File: src/hw/rtl/gda_pkg.sv
`timescale 1ns / 1ps
// ----------------------------------------------------------------------------
// gda_pkg
// Shared types, constants and calendar tables of the Gregorian date unit.
// ----------------------------------------------------------------------------
package gda_pkg;

  localparam int YEAR_W  = 14;
  localparam int MONTH_W = 4;
  localparam int DAY_W   = 5;
  localparam int FUNC_W  = 2;
  localparam int OFF_W   = 22;
  localparam int DIFF_W  = 23;
  localparam int ACC_W   = 25;

  // serial day number arithmetic
  localparam int YEAR_OFFSET   = 399;
  localparam int DAYS_PER_YEAR = 365;
  localparam int RECIP_100     = 5243;
  localparam int RECIP_SHIFT   = 19;
  localparam int SERIAL_BASE   = 146097;
  localparam int SPAN_MAX      = 3652059;

  localparam int P_W    = 15;
  localparam int PROD_W = 23;
  localparam int PQ4_W  = P_W - 2;
  localparam int Q_W    = 8;
  localparam int Q400_W = Q_W - 2;
  localparam int MUL_W  = RECIP_SHIFT + Q_W;
  localparam int TAIL_W = 11;
  localparam int LEN_W  = 9;
  localparam int MIDX_W = 4;
  localparam int M100_W = 7;
  localparam int M400_W = 9;

  localparam logic [MIDX_W-1:0] LAST_MONTH = MIDX_W'(11);
  localparam logic [M100_W-1:0] MOD100_TOP = M100_W'(99);
  localparam logic [M400_W-1:0] MOD400_TOP = M400_W'(399);

  localparam logic signed [ACC_W-1:0] DIFF_HI = ACC_W'((1 <<< (DIFF_W - 1)) - 1);
  localparam logic signed [ACC_W-1:0] DIFF_LO = ACC_W'(-(1 <<< (DIFF_W - 1)));

  typedef enum logic [FUNC_W-1:0] {
    FUNC_ADD  = 2'd0,
    FUNC_SUB  = 2'd1,
    FUNC_DIFF = 2'd2,
    FUNC_CMP  = 2'd3
  } func_t;

  typedef enum logic [2:0] {
    ALU_HOLD,
    ALU_LOAD,
    ALU_ADD,
    ALU_SUB,
    ALU_CSUB
  } alu_op_t;

  typedef enum logic [3:0] {
    ST_IDLE,
    ST_PREP,
    ST_T0,
    ST_T1,
    ST_T2,
    ST_T3,
    ST_T4,
    ST_OFF,
    ST_BASE,
    ST_CHECK,
    ST_YEAR,
    ST_MONTH,
    ST_FINISH
  } state_t;

  typedef struct packed {
    logic [FUNC_W-1:0]  func;
    logic [YEAR_W-1:0]  year;
    logic [MONTH_W-1:0] month;
    logic [DAY_W-1:0]   day;
    logic [OFF_W-1:0]   offset_days;
    logic [YEAR_W-1:0]  other_year;
    logic [MONTH_W-1:0] other_month;
    logic [DAY_W-1:0]   other_day;
  } in_item_t;

  typedef struct packed {
    logic [YEAR_W-1:0]  result_year;
    logic [MONTH_W-1:0] result_month;
    logic [DAY_W-1:0]   result_day;
    logic [DIFF_W-1:0]  days_between;
    logic               is_less;
    logic               is_equal;
    logic               status;
  } out_item_t;

  typedef struct packed {
    logic [YEAR_W-1:0]  year;
    logic [MONTH_W-1:0] month;
    logic [DAY_W-1:0]   day;
  } date_t;

  typedef struct packed {
    logic [PROD_W-1:0]        prod365;
    logic [PQ4_W-1:0]         p_q4;
    logic [Q_W-1:0]           q100;
    logic [Q400_W-1:0]        q400;
    logic signed [TAIL_W-1:0] tail;
  } terms_t;

  typedef struct packed {
    alu_op_t          op;
    logic [ACC_W-1:0] operand;
  } alu_ctrl_t;

  typedef struct packed {
    logic [ACC_W-1:0] acc;
    logic             ge;
  } alu_stat_t;

  // month 0 counts as january, 13 to 15 as december
  function automatic logic [MIDX_W-1:0] month_index(input logic [MONTH_W-1:0] m);
    logic [MIDX_W-1:0] idx;
    if (m == '0) begin
      idx = '0;
    end else if (m > MONTH_W'(12)) begin
      idx = LAST_MONTH;
    end else begin
      idx = MIDX_W'(m - MONTH_W'(1));
    end
    return idx;
  endfunction

  function automatic logic [LEN_W-1:0] days_before(input logic [MIDX_W-1:0] idx);
    logic [LEN_W-1:0] v;
    case (idx)
      4'd0:    v = 9'd0;
      4'd1:    v = 9'd31;
      4'd2:    v = 9'd59;
      4'd3:    v = 9'd90;
      4'd4:    v = 9'd120;
      4'd5:    v = 9'd151;
      4'd6:    v = 9'd181;
      4'd7:    v = 9'd212;
      4'd8:    v = 9'd243;
      4'd9:    v = 9'd273;
      4'd10:   v = 9'd304;
      4'd11:   v = 9'd334;
      default: v = 9'd0;
    endcase
    return v;
  endfunction

  function automatic logic [DAY_W-1:0] month_len(input logic [MIDX_W-1:0] idx);
    logic [DAY_W-1:0] v;
    case (idx)
      4'd1:                   v = 5'd28;
      4'd3, 4'd5, 4'd8, 4'd10: v = 5'd30;
      default:                v = 5'd31;
    endcase
    return v;
  endfunction

endpackage

File: src/hw/rtl/gda_in_if.sv
`timescale 1ns / 1ps
// ----------------------------------------------------------------------------
// gda_in_if
// Request channel of the date unit: valid, ready and one input item.
// ----------------------------------------------------------------------------
interface gda_in_if;

  logic              valid;
  logic              ready;
  gda_pkg::in_item_t data;

  modport source (output valid, output data, input ready);
  modport sink (input valid, input data, output ready);

endinterface

File: src/hw/rtl/gda_out_if.sv
`timescale 1ns / 1ps
// ----------------------------------------------------------------------------
// gda_out_if
// Result channel of the date unit: valid, ready and one result item.
// ----------------------------------------------------------------------------
interface gda_out_if;

  logic               valid;
  logic               ready;
  gda_pkg::out_item_t data;

  modport source (output valid, output data, input ready);
  modport sink (input valid, input data, output ready);

endinterface

File: src/hw/rtl/gda_terms.sv
`timescale 1ns / 1ps
// ----------------------------------------------------------------------------
// gda_terms
// Two register stages that split a date into the partial terms of its
// serial day number, using reciprocal multiplies for the century counts.
// ----------------------------------------------------------------------------
module gda_terms (
  input  logic             clk,
  input  logic             load,
  input  gda_pkg::date_t   date,
  output gda_pkg::terms_t  terms
);

  logic [gda_pkg::P_W-1:0]    p;
  logic [gda_pkg::PROD_W:0]   prod_full;
  logic [gda_pkg::MUL_W-1:0]  qp_full;
  logic [gda_pkg::MUL_W-1:0]  qy_full;

  logic [gda_pkg::PROD_W-1:0]  prod365;
  logic [gda_pkg::PQ4_W-1:0]   p_q4;
  logic [gda_pkg::Q_W-1:0]     qp100;
  logic [gda_pkg::Q_W-1:0]     qy100;
  logic [gda_pkg::YEAR_W-1:0]  year;
  logic [gda_pkg::MIDX_W-1:0]  midx;
  logic [gda_pkg::DAY_W-1:0]   day;
  logic signed [gda_pkg::TAIL_W-1:0] tail;

  logic [gda_pkg::P_W-1:0]    y100;
  logic                       cent;
  logic                       leap;
  logic [gda_pkg::TAIL_W-1:0] tail_next;

  always_comb begin
    p         = gda_pkg::P_W'(date.year) + gda_pkg::P_W'(gda_pkg::YEAR_OFFSET);
    prod_full = (gda_pkg::PROD_W+1)'(p) * (gda_pkg::PROD_W+1)'(gda_pkg::DAYS_PER_YEAR);
    qp_full   = gda_pkg::MUL_W'(p) * gda_pkg::MUL_W'(gda_pkg::RECIP_100);
    qy_full   = gda_pkg::MUL_W'(date.year) * gda_pkg::MUL_W'(gda_pkg::RECIP_100);
  end

  always_ff @(posedge clk) begin
    if (load) begin
      prod365 <= prod_full[gda_pkg::PROD_W-1:0];
      p_q4    <= p[gda_pkg::P_W-1:2];
      qp100   <= qp_full[gda_pkg::MUL_W-1:gda_pkg::RECIP_SHIFT];
      qy100   <= qy_full[gda_pkg::MUL_W-1:gda_pkg::RECIP_SHIFT];
      year    <= date.year;
      midx    <= gda_pkg::month_index(date.month);
      day     <= date.day;
    end
  end

  // leap test of the year, then day of year minus one
  always_comb begin
    y100      = gda_pkg::P_W'(qy100) * gda_pkg::P_W'(100);
    cent      = (y100 == gda_pkg::P_W'(year));
    leap      = ((year[1:0] == 2'd0) && !cent) || (cent && (qy100[1:0] == 2'd0));
    tail_next = gda_pkg::TAIL_W'(gda_pkg::days_before(midx))
              + gda_pkg::TAIL_W'(leap && (midx >= gda_pkg::MIDX_W'(2)))
              + gda_pkg::TAIL_W'(day) - gda_pkg::TAIL_W'(1);
  end

  always_ff @(posedge clk) begin
    tail <= $signed(tail_next);
  end

  always_comb begin
    terms.prod365 = prod365;
    terms.p_q4    = p_q4;
    terms.q100    = qp100;
    terms.q400    = qp100[gda_pkg::Q_W-1:2];
    terms.tail    = tail;
  end

endmodule

File: src/hw/rtl/gda_alu.sv
`timescale 1ns / 1ps
// ----------------------------------------------------------------------------
// gda_alu
// Shared accumulator with one adder: load, add, subtract, compare and
// subtract-if-not-below, used by the arithmetic steps of the sequencer.
// ----------------------------------------------------------------------------
module gda_alu (
  input  logic                clk,
  input  gda_pkg::alu_ctrl_t  ctrl,
  output gda_pkg::alu_stat_t  stat
);

  logic signed [gda_pkg::ACC_W-1:0] acc;
  logic signed [gda_pkg::ACC_W-1:0] addend;
  logic signed [gda_pkg::ACC_W-1:0] sum;
  logic                             subtract;

  always_comb begin
    subtract = (ctrl.op != gda_pkg::ALU_ADD);
    addend   = subtract ? -$signed(ctrl.operand) : $signed(ctrl.operand);
    sum      = acc + addend;
  end

  always_ff @(posedge clk) begin
    case (ctrl.op)
      gda_pkg::ALU_LOAD: acc <= $signed(ctrl.operand);
      gda_pkg::ALU_ADD:  acc <= sum;
      gda_pkg::ALU_SUB:  acc <= sum;
      gda_pkg::ALU_CSUB: begin
        if (!sum[gda_pkg::ACC_W-1]) begin
          acc <= sum;
        end
      end
      default: acc <= acc;
    endcase
  end

  always_comb begin
    stat.acc = acc;
    stat.ge  = !sum[gda_pkg::ACC_W-1];
  end

endmodule

File: src/hw/rtl/gda_ctrl.sv
`timescale 1ns / 1ps
// ----------------------------------------------------------------------------
// gda_ctrl
// Sequencer of the date unit: builds serial day numbers on the shared
// accumulator, walks years and months back to a date, and forms the result.
// ----------------------------------------------------------------------------
module gda_ctrl (
  input  logic                clk,
  input  logic                rst,
  input  logic                in_valid,
  input  gda_pkg::in_item_t   in_data,
  output logic                in_ready,
  output gda_pkg::date_t      sel_date,
  output logic                term_load,
  input  gda_pkg::terms_t     terms,
  output gda_pkg::alu_ctrl_t  alu_ctrl,
  input  gda_pkg::alu_stat_t  alu_stat,
  output logic                res_valid,
  output gda_pkg::out_item_t  res,
  input  logic                res_ready
);

  gda_pkg::state_t state;
  gda_pkg::state_t state_next;

  gda_pkg::in_item_t             item;
  logic                          second;
  logic                          oor;
  logic [gda_pkg::YEAR_W-1:0]    year_cnt;
  logic [1:0]                    mod4;
  logic [gda_pkg::M100_W-1:0]    mod100;
  logic [gda_pkg::M400_W-1:0]    mod400;
  logic [gda_pkg::MIDX_W-1:0]    mon;

  logic                          leap;
  logic [gda_pkg::LEN_W-1:0]     year_len;
  logic [gda_pkg::DAY_W-1:0]     mon_len;
  logic signed [gda_pkg::ACC_W-1:0] acc_s;

  always_comb begin
    leap     = ((mod4 == 2'd0) && (mod100 != '0)) || (mod400 == '0);
    year_len = gda_pkg::LEN_W'(gda_pkg::DAYS_PER_YEAR) + gda_pkg::LEN_W'(leap);
    mon_len  = gda_pkg::month_len(mon)
             + gda_pkg::DAY_W'(leap && (mon == gda_pkg::MIDX_W'(1)));
    acc_s    = $signed(alu_stat.acc);
  end

  // next state
  always_comb begin
    state_next = state;
    case (state)
      gda_pkg::ST_IDLE: begin
        if (in_valid) begin
          state_next = (in_data.func == gda_pkg::FUNC_CMP) ? gda_pkg::ST_FINISH
                                                           : gda_pkg::ST_PREP;
        end
      end
      gda_pkg::ST_PREP: state_next = gda_pkg::ST_T0;
      gda_pkg::ST_T0:   state_next = gda_pkg::ST_T1;
      gda_pkg::ST_T1:   state_next = gda_pkg::ST_T2;
      gda_pkg::ST_T2:   state_next = gda_pkg::ST_T3;
      gda_pkg::ST_T3:   state_next = gda_pkg::ST_T4;
      gda_pkg::ST_T4: begin
        if (item.func == gda_pkg::FUNC_DIFF) begin
          state_next = second ? gda_pkg::ST_FINISH : gda_pkg::ST_PREP;
        end else begin
          state_next = gda_pkg::ST_OFF;
        end
      end
      gda_pkg::ST_OFF:  state_next = gda_pkg::ST_BASE;
      gda_pkg::ST_BASE: state_next = gda_pkg::ST_CHECK;
      gda_pkg::ST_CHECK: begin
        state_next = (alu_stat.acc[gda_pkg::ACC_W-1] || alu_stat.ge) ? gda_pkg::ST_FINISH
                                                                     : gda_pkg::ST_YEAR;
      end
      gda_pkg::ST_YEAR: begin
        if (!alu_stat.ge) begin
          state_next = gda_pkg::ST_MONTH;
        end
      end
      gda_pkg::ST_MONTH: begin
        if (!alu_stat.ge || (mon == gda_pkg::LAST_MONTH)) begin
          state_next = gda_pkg::ST_FINISH;
        end
      end
      gda_pkg::ST_FINISH: begin
        if (res_ready) begin
          state_next = gda_pkg::ST_IDLE;
        end
      end
      default: state_next = gda_pkg::ST_IDLE;
    endcase
  end

  // outputs
  always_comb begin
    in_ready         = (state == gda_pkg::ST_IDLE);
    term_load        = (state == gda_pkg::ST_PREP);
    res_valid        = (state == gda_pkg::ST_FINISH);
    alu_ctrl.op      = gda_pkg::ALU_HOLD;
    alu_ctrl.operand = '0;
    if (second) begin
      sel_date = '{year: item.other_year, month: item.other_month, day: item.other_day};
    end else begin
      sel_date = '{year: item.year, month: item.month, day: item.day};
    end

    case (state)
      gda_pkg::ST_T0: begin
        alu_ctrl.op      = second ? gda_pkg::ALU_SUB : gda_pkg::ALU_LOAD;
        alu_ctrl.operand = gda_pkg::ACC_W'(terms.prod365);
      end
      gda_pkg::ST_T1: begin
        alu_ctrl.op      = second ? gda_pkg::ALU_SUB : gda_pkg::ALU_ADD;
        alu_ctrl.operand = gda_pkg::ACC_W'(terms.p_q4);
      end
      gda_pkg::ST_T2: begin
        alu_ctrl.op      = second ? gda_pkg::ALU_ADD : gda_pkg::ALU_SUB;
        alu_ctrl.operand = gda_pkg::ACC_W'(terms.q100);
      end
      gda_pkg::ST_T3: begin
        alu_ctrl.op      = second ? gda_pkg::ALU_SUB : gda_pkg::ALU_ADD;
        alu_ctrl.operand = gda_pkg::ACC_W'(terms.q400);
      end
      gda_pkg::ST_T4: begin
        alu_ctrl.op      = second ? gda_pkg::ALU_SUB : gda_pkg::ALU_ADD;
        alu_ctrl.operand = {{(gda_pkg::ACC_W-gda_pkg::TAIL_W){terms.tail[gda_pkg::TAIL_W-1]}},
                            terms.tail};
      end
      gda_pkg::ST_OFF: begin
        alu_ctrl.op      = (item.func == gda_pkg::FUNC_ADD) ? gda_pkg::ALU_ADD
                                                            : gda_pkg::ALU_SUB;
        alu_ctrl.operand = gda_pkg::ACC_W'(item.offset_days);
      end
      gda_pkg::ST_BASE: begin
        alu_ctrl.op      = gda_pkg::ALU_SUB;
        alu_ctrl.operand = gda_pkg::ACC_W'(gda_pkg::SERIAL_BASE);
      end
      gda_pkg::ST_CHECK: begin
        alu_ctrl.op      = gda_pkg::ALU_HOLD;
        alu_ctrl.operand = gda_pkg::ACC_W'(gda_pkg::SPAN_MAX);
      end
      gda_pkg::ST_YEAR: begin
        alu_ctrl.op      = gda_pkg::ALU_CSUB;
        alu_ctrl.operand = gda_pkg::ACC_W'(year_len);
      end
      gda_pkg::ST_MONTH: begin
        alu_ctrl.op      = (mon == gda_pkg::LAST_MONTH) ? gda_pkg::ALU_HOLD
                                                        : gda_pkg::ALU_CSUB;
        alu_ctrl.operand = gda_pkg::ACC_W'(mon_len);
      end
      default: begin
        alu_ctrl.op      = gda_pkg::ALU_HOLD;
        alu_ctrl.operand = '0;
      end
    endcase
  end

  // result item
  always_comb begin
    res = '0;
    case (item.func)
      gda_pkg::FUNC_ADD, gda_pkg::FUNC_SUB: begin
        if (oor) begin
          res.status = 1'b1;
        end else begin
          res.result_year  = year_cnt;
          res.result_month = gda_pkg::MONTH_W'(mon) + gda_pkg::MONTH_W'(1);
          res.result_day   = alu_stat.acc[gda_pkg::DAY_W-1:0] + gda_pkg::DAY_W'(1);
        end
      end
      gda_pkg::FUNC_DIFF: begin
        if (acc_s > gda_pkg::DIFF_HI) begin
          res.days_between = gda_pkg::DIFF_HI[gda_pkg::DIFF_W-1:0];
        end else if (acc_s < gda_pkg::DIFF_LO) begin
          res.days_between = gda_pkg::DIFF_LO[gda_pkg::DIFF_W-1:0];
        end else begin
          res.days_between = alu_stat.acc[gda_pkg::DIFF_W-1:0];
        end
      end
      gda_pkg::FUNC_CMP: begin
        res.is_less  = (item.year < item.other_year)
                    || ((item.year == item.other_year) && (item.month < item.other_month))
                    || ((item.year == item.other_year) && (item.month == item.other_month)
                        && (item.day < item.other_day));
        res.is_equal = (item.year == item.other_year) && (item.month == item.other_month)
                    && (item.day == item.other_day);
      end
      default: res = '0;
    endcase
  end

  always_ff @(posedge clk) begin
    if (rst) begin
      state  <= gda_pkg::ST_IDLE;
      second <= 1'b0;
    end else begin
      state <= state_next;
      case (state)
        gda_pkg::ST_IDLE: begin
          if (in_valid) begin
            item   <= in_data;
            second <= 1'b0;
          end
        end
        gda_pkg::ST_T4: begin
          if (item.func == gda_pkg::FUNC_DIFF) begin
            second <= 1'b1;
          end
        end
        gda_pkg::ST_CHECK: begin
          oor      <= alu_stat.acc[gda_pkg::ACC_W-1] || alu_stat.ge;
          year_cnt <= gda_pkg::YEAR_W'(1);
          mod4     <= 2'd1;
          mod100   <= gda_pkg::M100_W'(1);
          mod400   <= gda_pkg::M400_W'(1);
          mon      <= '0;
        end
        gda_pkg::ST_YEAR: begin
          if (alu_stat.ge) begin
            year_cnt <= year_cnt + gda_pkg::YEAR_W'(1);
            mod4     <= mod4 + 2'd1;
            mod100   <= (mod100 == gda_pkg::MOD100_TOP) ? '0 : mod100 + gda_pkg::M100_W'(1);
            mod400   <= (mod400 == gda_pkg::MOD400_TOP) ? '0 : mod400 + gda_pkg::M400_W'(1);
          end
        end
        gda_pkg::ST_MONTH: begin
          if (alu_stat.ge && (mon != gda_pkg::LAST_MONTH)) begin
            mon <= mon + gda_pkg::MIDX_W'(1);
          end
        end
        default: begin
        end
      endcase
    end
  end

endmodule

File: src/hw/rtl/gregorian_date_arithmetic_top.sv
`timescale 1ns / 1ps
// compare goes straight to the result; days between builds both serial day numbers;
//   add or subtract skips the walk when out of range, else walks whole years, then
//   whole months, back to a date
// the year walk does one subtract a cycle on the shared accumulator
// one item at a time; the next transfer is taken once the result is in the output register
// reset (rst, synchronous, active high) clears the sequencer and the output valid
// ----------------------------------------------------------------------------
// gregorian_date_arithmetic_top
// Gregorian date unit: add or subtract days, days between two dates, and
// date compare, on a small sequencer around one shared accumulator.
// ----------------------------------------------------------------------------
module gregorian_date_arithmetic_top (
  input  logic       clk,
  input  logic       rst,
  gda_in_if.sink     in_item,
  gda_out_if.source  out_item
);

  gda_pkg::date_t     sel_date;
  logic               term_load;
  gda_pkg::terms_t    terms;
  gda_pkg::alu_ctrl_t alu_ctrl;
  gda_pkg::alu_stat_t alu_stat;
  logic               res_valid;
  logic               res_ready;
  gda_pkg::out_item_t res;

  logic               out_valid;
  gda_pkg::out_item_t out_data;

  gda_ctrl u_ctrl (
    .clk       (clk),
    .rst       (rst),
    .in_valid  (in_item.valid),
    .in_data   (in_item.data),
    .in_ready  (in_item.ready),
    .sel_date  (sel_date),
    .term_load (term_load),
    .terms     (terms),
    .alu_ctrl  (alu_ctrl),
    .alu_stat  (alu_stat),
    .res_valid (res_valid),
    .res       (res),
    .res_ready (res_ready)
  );

  gda_terms u_terms (
    .clk   (clk),
    .load  (term_load),
    .date  (sel_date),
    .terms (terms)
  );

  gda_alu u_alu (
    .clk  (clk),
    .ctrl (alu_ctrl),
    .stat (alu_stat)
  );

  // output register
  assign res_ready = !out_valid || out_item.ready;

  always_ff @(posedge clk) begin
    if (rst) begin
      out_valid <= 1'b0;
    end else if (res_ready) begin
      out_valid <= res_valid;
    end
  end

  always_ff @(posedge clk) begin
    if (res_ready && res_valid) begin
      out_data <= res;
    end
  end

  assign out_item.valid = out_valid;
  assign out_item.data  = out_data;

endmodule
File: src/flat_wrapper.sv
// flat-port wrapper written by rule: the top's interface ports become plain ports
module gregorian_date_arithmetic_top_flat 
  (clk, rst, in_item_valid, in_item_data, in_item_ready, out_item_valid, out_item_data, out_item_ready);
  gda_in_if in_item_i ();
  gda_out_if out_item_i ();
  input  logic clk;
  input  logic rst;
  input wire logic [$bits(in_item_i.valid)-1:0] in_item_valid;
  input wire logic [$bits(in_item_i.data)-1:0] in_item_data;
  output wire logic [$bits(in_item_i.ready)-1:0] in_item_ready;
  output wire logic [$bits(out_item_i.valid)-1:0] out_item_valid;
  output wire logic [$bits(out_item_i.data)-1:0] out_item_data;
  input wire logic [$bits(out_item_i.ready)-1:0] out_item_ready;
  assign in_item_i.valid = in_item_valid;
  assign in_item_i.data = in_item_data;
  assign in_item_ready = in_item_i.ready;
  assign out_item_valid = out_item_i.valid;
  assign out_item_data = out_item_i.data;
  assign out_item_i.ready = out_item_ready;
  gregorian_date_arithmetic_top u_core (.clk(clk), .rst(rst), .in_item(in_item_i), .out_item(out_item_i));
endmodule
File: config.mk
export PLATFORM = sky130hd
export DESIGN_NAME = gregorian_date_arithmetic_top_flat
export DESIGN_NICKNAME = d
export VERILOG_FILES = /design/src/hw/rtl/gda_pkg.sv /design/src/hw/rtl/gda_in_if.sv /design/src/hw/rtl/gda_out_if.sv /design/src/hw/rtl/gda_terms.sv /design/src/hw/rtl/gda_alu.sv /design/src/hw/rtl/gda_ctrl.sv /design/src/hw/rtl/gregorian_date_arithmetic_top.sv /design/src/flat_wrapper.sv
export SDC_FILE = /design/constraint.sdc
export NUM_CORES = 1
export LEC_CHECK = 0
export ABC_AREA = 0
export BUFFER_PORTS_ARGS = -buffer_cell sky130_fd_sc_hd__clkbuf_2
export CAP_MARGIN = 25
export CORE_ASPECT_RATIO = 1.5
export CORE_UTILIZATION = 65
export CTS_CLUSTER_DIAMETER = 80
export DETAILED_ROUTE_END_ITERATION = 12
export PLACE_DENSITY = 0.92
export SYNTH_ARGS = -nofsm -noshare
export SYNTH_HDL_FRONTEND = slang
export SYNTH_SLANG_ARGS = --single-unit
File: constraint.sdc
create_clock -name clk -period 15.9 [get_ports clk]
set_clock_uncertainty 0.05 [all_clocks]
set_input_delay 2.385 -clock clk [delete_from_list [all_inputs] [get_ports clk]]
set_output_delay 2.385 -clock clk [all_outputs]
set_load 0.01 [all_outputs]
==> metrics.md <==
| Metric | Value |
|---|---|
| Final hold violation count | 0 |
| Ys async rst share | 0% |
| Register bit total from synthesis | 273 |
| Layout cell share with drive strength beyond 1 | a little under a tenth |
| Clk buf depth | 3 |
| Crit-path max cell delay | 0.76 ns |
| RSZ-0062 raised after global routing | no |
| Crit path capture type | register |
| Setup violators final | 0 |
| CTS Buf Count | 27 |
| Area used by multi-input combinational logic | 0.0144 mm2 |
| First-pass GRT wire length | around 94 mm |
| Worst path bufs/invs | 5 |
| Synth warnings | 0 |
| ANT nets after route | 0 |
| Detailed Route WL | 59.1 mm |
| Cts repair resizes | 0 |
| GRT overflow | 0 |
| Clk_lat worst skew | 0.58 ns |
| Worst-Margin Slew | 1.01 ns |
| Row count | 86 |
| Hold Path Class | register to register |
| Half-perimeter wire length after placement | 45.7 mm |
| Syn Nets | 2,863 |
| Cell mode on critical path | fa_1 |
| Max Slew Vio Count | 0 |
| Setup TNS | 0 ns |
| Top Family by Delay on Critical Path | adder cells |
| Die H | 238 um |
| Cell variety after synth | ~80 |
| Slowest library cell on the worst path | xnor2_1 |
| Vias in the first global route | 18,600 |
| MaxCap Viol Count | 0 |
| Core Region | 0.0366 mm2 |
| FILL cells | around 2,500 |
| Antenna violations before repair | 2 |
| Setup bufs post-CTS | 0 |
| Top FF cell, synth | edfxtp_1 |
| Synthesized instance count | ~2,300 |
| CTS hold repair buffers | 0 |
| Routed len/inst | slightly above 20 um |
| Initial core utilization | about two thirds |
| Clock transition at path regs | roughly 0.07 ns |
| CTS H-Tree Depth | 1 |
| Crit path max fanout | 33 |
| Chip Width | approximately 160 um |
| Final Wtd Congestion | 0.973 |
| Storage cell area | about 0.008 mm2 |
| Via count | approximately 17,000 |
| CTS root buf | clkbuf_16 |
| Initial DRC Count | between 1,000 and 1,500 |
| Avg Synthesized Cell Area | 10.7 um2 |
| Final period utilization | 53.9% |
| Max_slew headroom | between 30% and 40% |
| DR vias/cell | 6.04 |
| CTS tree | built |
| Seq/Total Area, Yosys | 33.3% |
| Die Area | 0.0379 mm2 |
| Post-synth EDFFs | between 200 and 300 |
| Fmax | between 100 and 150 MHz |
| Status | finished clean |
| Clk sink count | roughly 270 |
| CP Launch Type | register |
| Area grow syn2layout | 8.66% |
| DRC Markers | 0 |
| IO buf count | 124 |
| Cell area after synthesis | 0.0241 mm2 |
| IO Pins | 125 |
| CP arrival | about 8.8 ns |
| Final min period | roughly 8.6 ns |
| Largest net degree at the start of global routing | 76 |
| GR Util All Layers | 31.9% |
| Nets | roughly 3,000 |
| Worst Path Class, Setup | register to register |
| 1st-pass router iterations | 8 |
| CP Data Required Time | 16.17 ns |
-- sequential cells by signal, summed over array words and instances (netlist names) --
| register | flops |
|---|---|
| u_core.u_terms.midx | 4 |
| u_core.out_item.valid | 1 |
| u_core.u_ctrl.mod400 | 9 |
| u_core.u_ctrl.oor | 1 |
| u_core.u_ctrl.mod4 | 2 |
| u_core.u_terms.p_q4 | 13 |
| u_core.u_terms.year | 14 |
| u_core.u_terms.qp100 | 8 |
| u_core.u_terms.tail | 11 |
| u_core.u_alu.acc | 25 |
| u_core.u_ctrl.mon | 4 |
| u_core.out_item.data | 49 |
| u_core.u_ctrl.item | 70 |
| u_core.u_terms.qy100 | 8 |
| u_core.u_terms.prod365 | 23 |
| u_core.u_ctrl.mod100 | 7 |
| u_core.u_terms.day | 5 |
| u_core.u_ctrl.second | 1 |
| u_core.u_ctrl.state | 4 |
| u_core.u_ctrl.year_cnt | 14 |
-- layout make-up --
| cell class | count | area share, % |
|---|---|---|
| Multi-Input combinational cell | 1533 | 54.9 |
| Tap cell | 484 | 2.31 |
| Clock buffer | 31 | 2.64 |
| Sequential cell | 273 | 30.7 |
| Antenna cell | 2 | 0.0191 |
| Inverter | 403 | 5.78 |
| Clock inverter | 16 | 0.779 |
| Timing Repair Buffer | 143 | 2.91 |
-- path summary, 6_finish.rpt --
kind / to / slack (ns) / from / depth (start not counted)
worst min register to register: u_core.u_ctrl.mod4[0]$_SDFFCE_PP1P_ / 0.52 / u_core.u_ctrl.mod4[0]$_SDFFCE_PP1P_ / 1
worst min-delay path: u_core.u_ctrl.mod4[0]$_SDFFCE_PP1P_ / 0.52 / u_core.u_ctrl.mod4[0]$_SDFFCE_PP1P_ / 1
worst max-delay path: u_core.u_terms.qp100[7]$_DFFE_PP_ / 7.33 / u_core.u_ctrl.second$_SDFFE_PP0P_ / 27
worst max register to register: u_core.u_terms.qp100[7]$_DFFE_PP_ / 7.33 / u_core.u_ctrl.second$_SDFFE_PP0P_ / 27
-- cell families (layout without fill, tap and decap cells) --
group / Yosys count / after routing / share of synthesized area, %
flops: 273 / 273 / 33.3
other cells: 0 / 2 / 0
xor+xnor: 134 / 134 / 4.90
compound gates: 380 / 380 / 10.5
buf+inv: 447 / 593 / 7.16
mux: 31 / 31 / 1.37
simple gates: 452 / 452 / 9.29
fa+ha+maj: 536 / 536 / 33.5
-- metal layers --
metal  vias to the layer above  global-route usage [%]  part of all wire, %
met1                      8441                    33.6                   35
met4                         0                    21.0                  7.0
li1                       7977                       -                    -
met3                       252                    3.62                  5.2
met5                         -                       0                    0
met2                       765                    59.9                   53
-- synth_stat cells (all sizes together), types with 36 or more instances --
master	count	area share, %
a21oi	94	2.0
ha	355	18
edfxtp	256	32
nand3	48	1.0
inv	403	6.3
xnor2	98	3.6
fa	181	15
o21a	38	1.2
nor2	121	1.9
o21ai	76	1.6
xor2	36	1.3
nand2	104	1.6
-- metrics by stage --
stage	utilization (%)	hold WS (ns)	std cells	worst slack (ns)	cell area [um2]
after floorplan	-	0.472	2253	7.93	24100
after global placement	69.1	0.487	2835	7.34	25300
after detailed placement	69.1	0.504	2835	7.20	25300
after CTS	71.5	0.519	2882	7.04	26200
after global routing	71.6	0.540	2885	6.78	26200
final	71.6	0.516	2885	7.33	26200
-- cell usage in the layout (no fill, tap or decap), types with 9 or more instances in the layout --
| master | netlist | final |
|---|---|---|
| inv_1 | 403 | 403 |
| ha_1 | 355 | 355 |
| edfxtp_1 | 256 | 256 |
| fa_1 | 181 | 181 |
| clkbuf_2 | 0 | 124 |
| nor2_1 | 121 | 120 |
| nand2_1 | 104 | 104 |
| xnor2_1 | 97 | 97 |
| a21oi_1 | 92 | 90 |
| o21ai_0 | 73 | 73 |
| nand3_1 | 48 | 48 |
| o21a_1 | 38 | 38 |
| xor2_1 | 36 | 36 |
| a21o_1 | 35 | 35 |
| nor3_1 | 27 | 27 |
| clkbuf_16 | 0 | 27 |
| and2_1 | 27 | 26 |
| mux2i_1 | 24 | 24 |
| nor2b_1 | 21 | 21 |
| nand2b_1 | 21 | 21 |
| buf_4 | 2 | 19 |
| nand4_1 | 18 | 18 |
| a31oi_1 | 16 | 16 |
| a22oi_1 | 16 | 16 |
| dfxtp_1 | 17 | 16 |
| and3_1 | 16 | 15 |
| a211oi_1 | 14 | 14 |
| or3_1 | 13 | 13 |
| o31ai_1 | 11 | 11 |
| o21bai_1 | 10 | 10 |
| or2_2 | 9 | 9 |
-- worst register-to-register path: cells and delay by family (launching register included) --
kind | cells | cell delay [ns]
compound gates | 10 | 2.43
xor+xnor | 1 | 0.76
fa+ha+maj | 7 | 3.07
buf+inv | 5 | 1.20
flops | 1 | 0.31
simple gates | 4 | 0.51
Power is not shown: default switching activity piles up to over one toggle a cycle in this logic, so the estimate is an artifact.
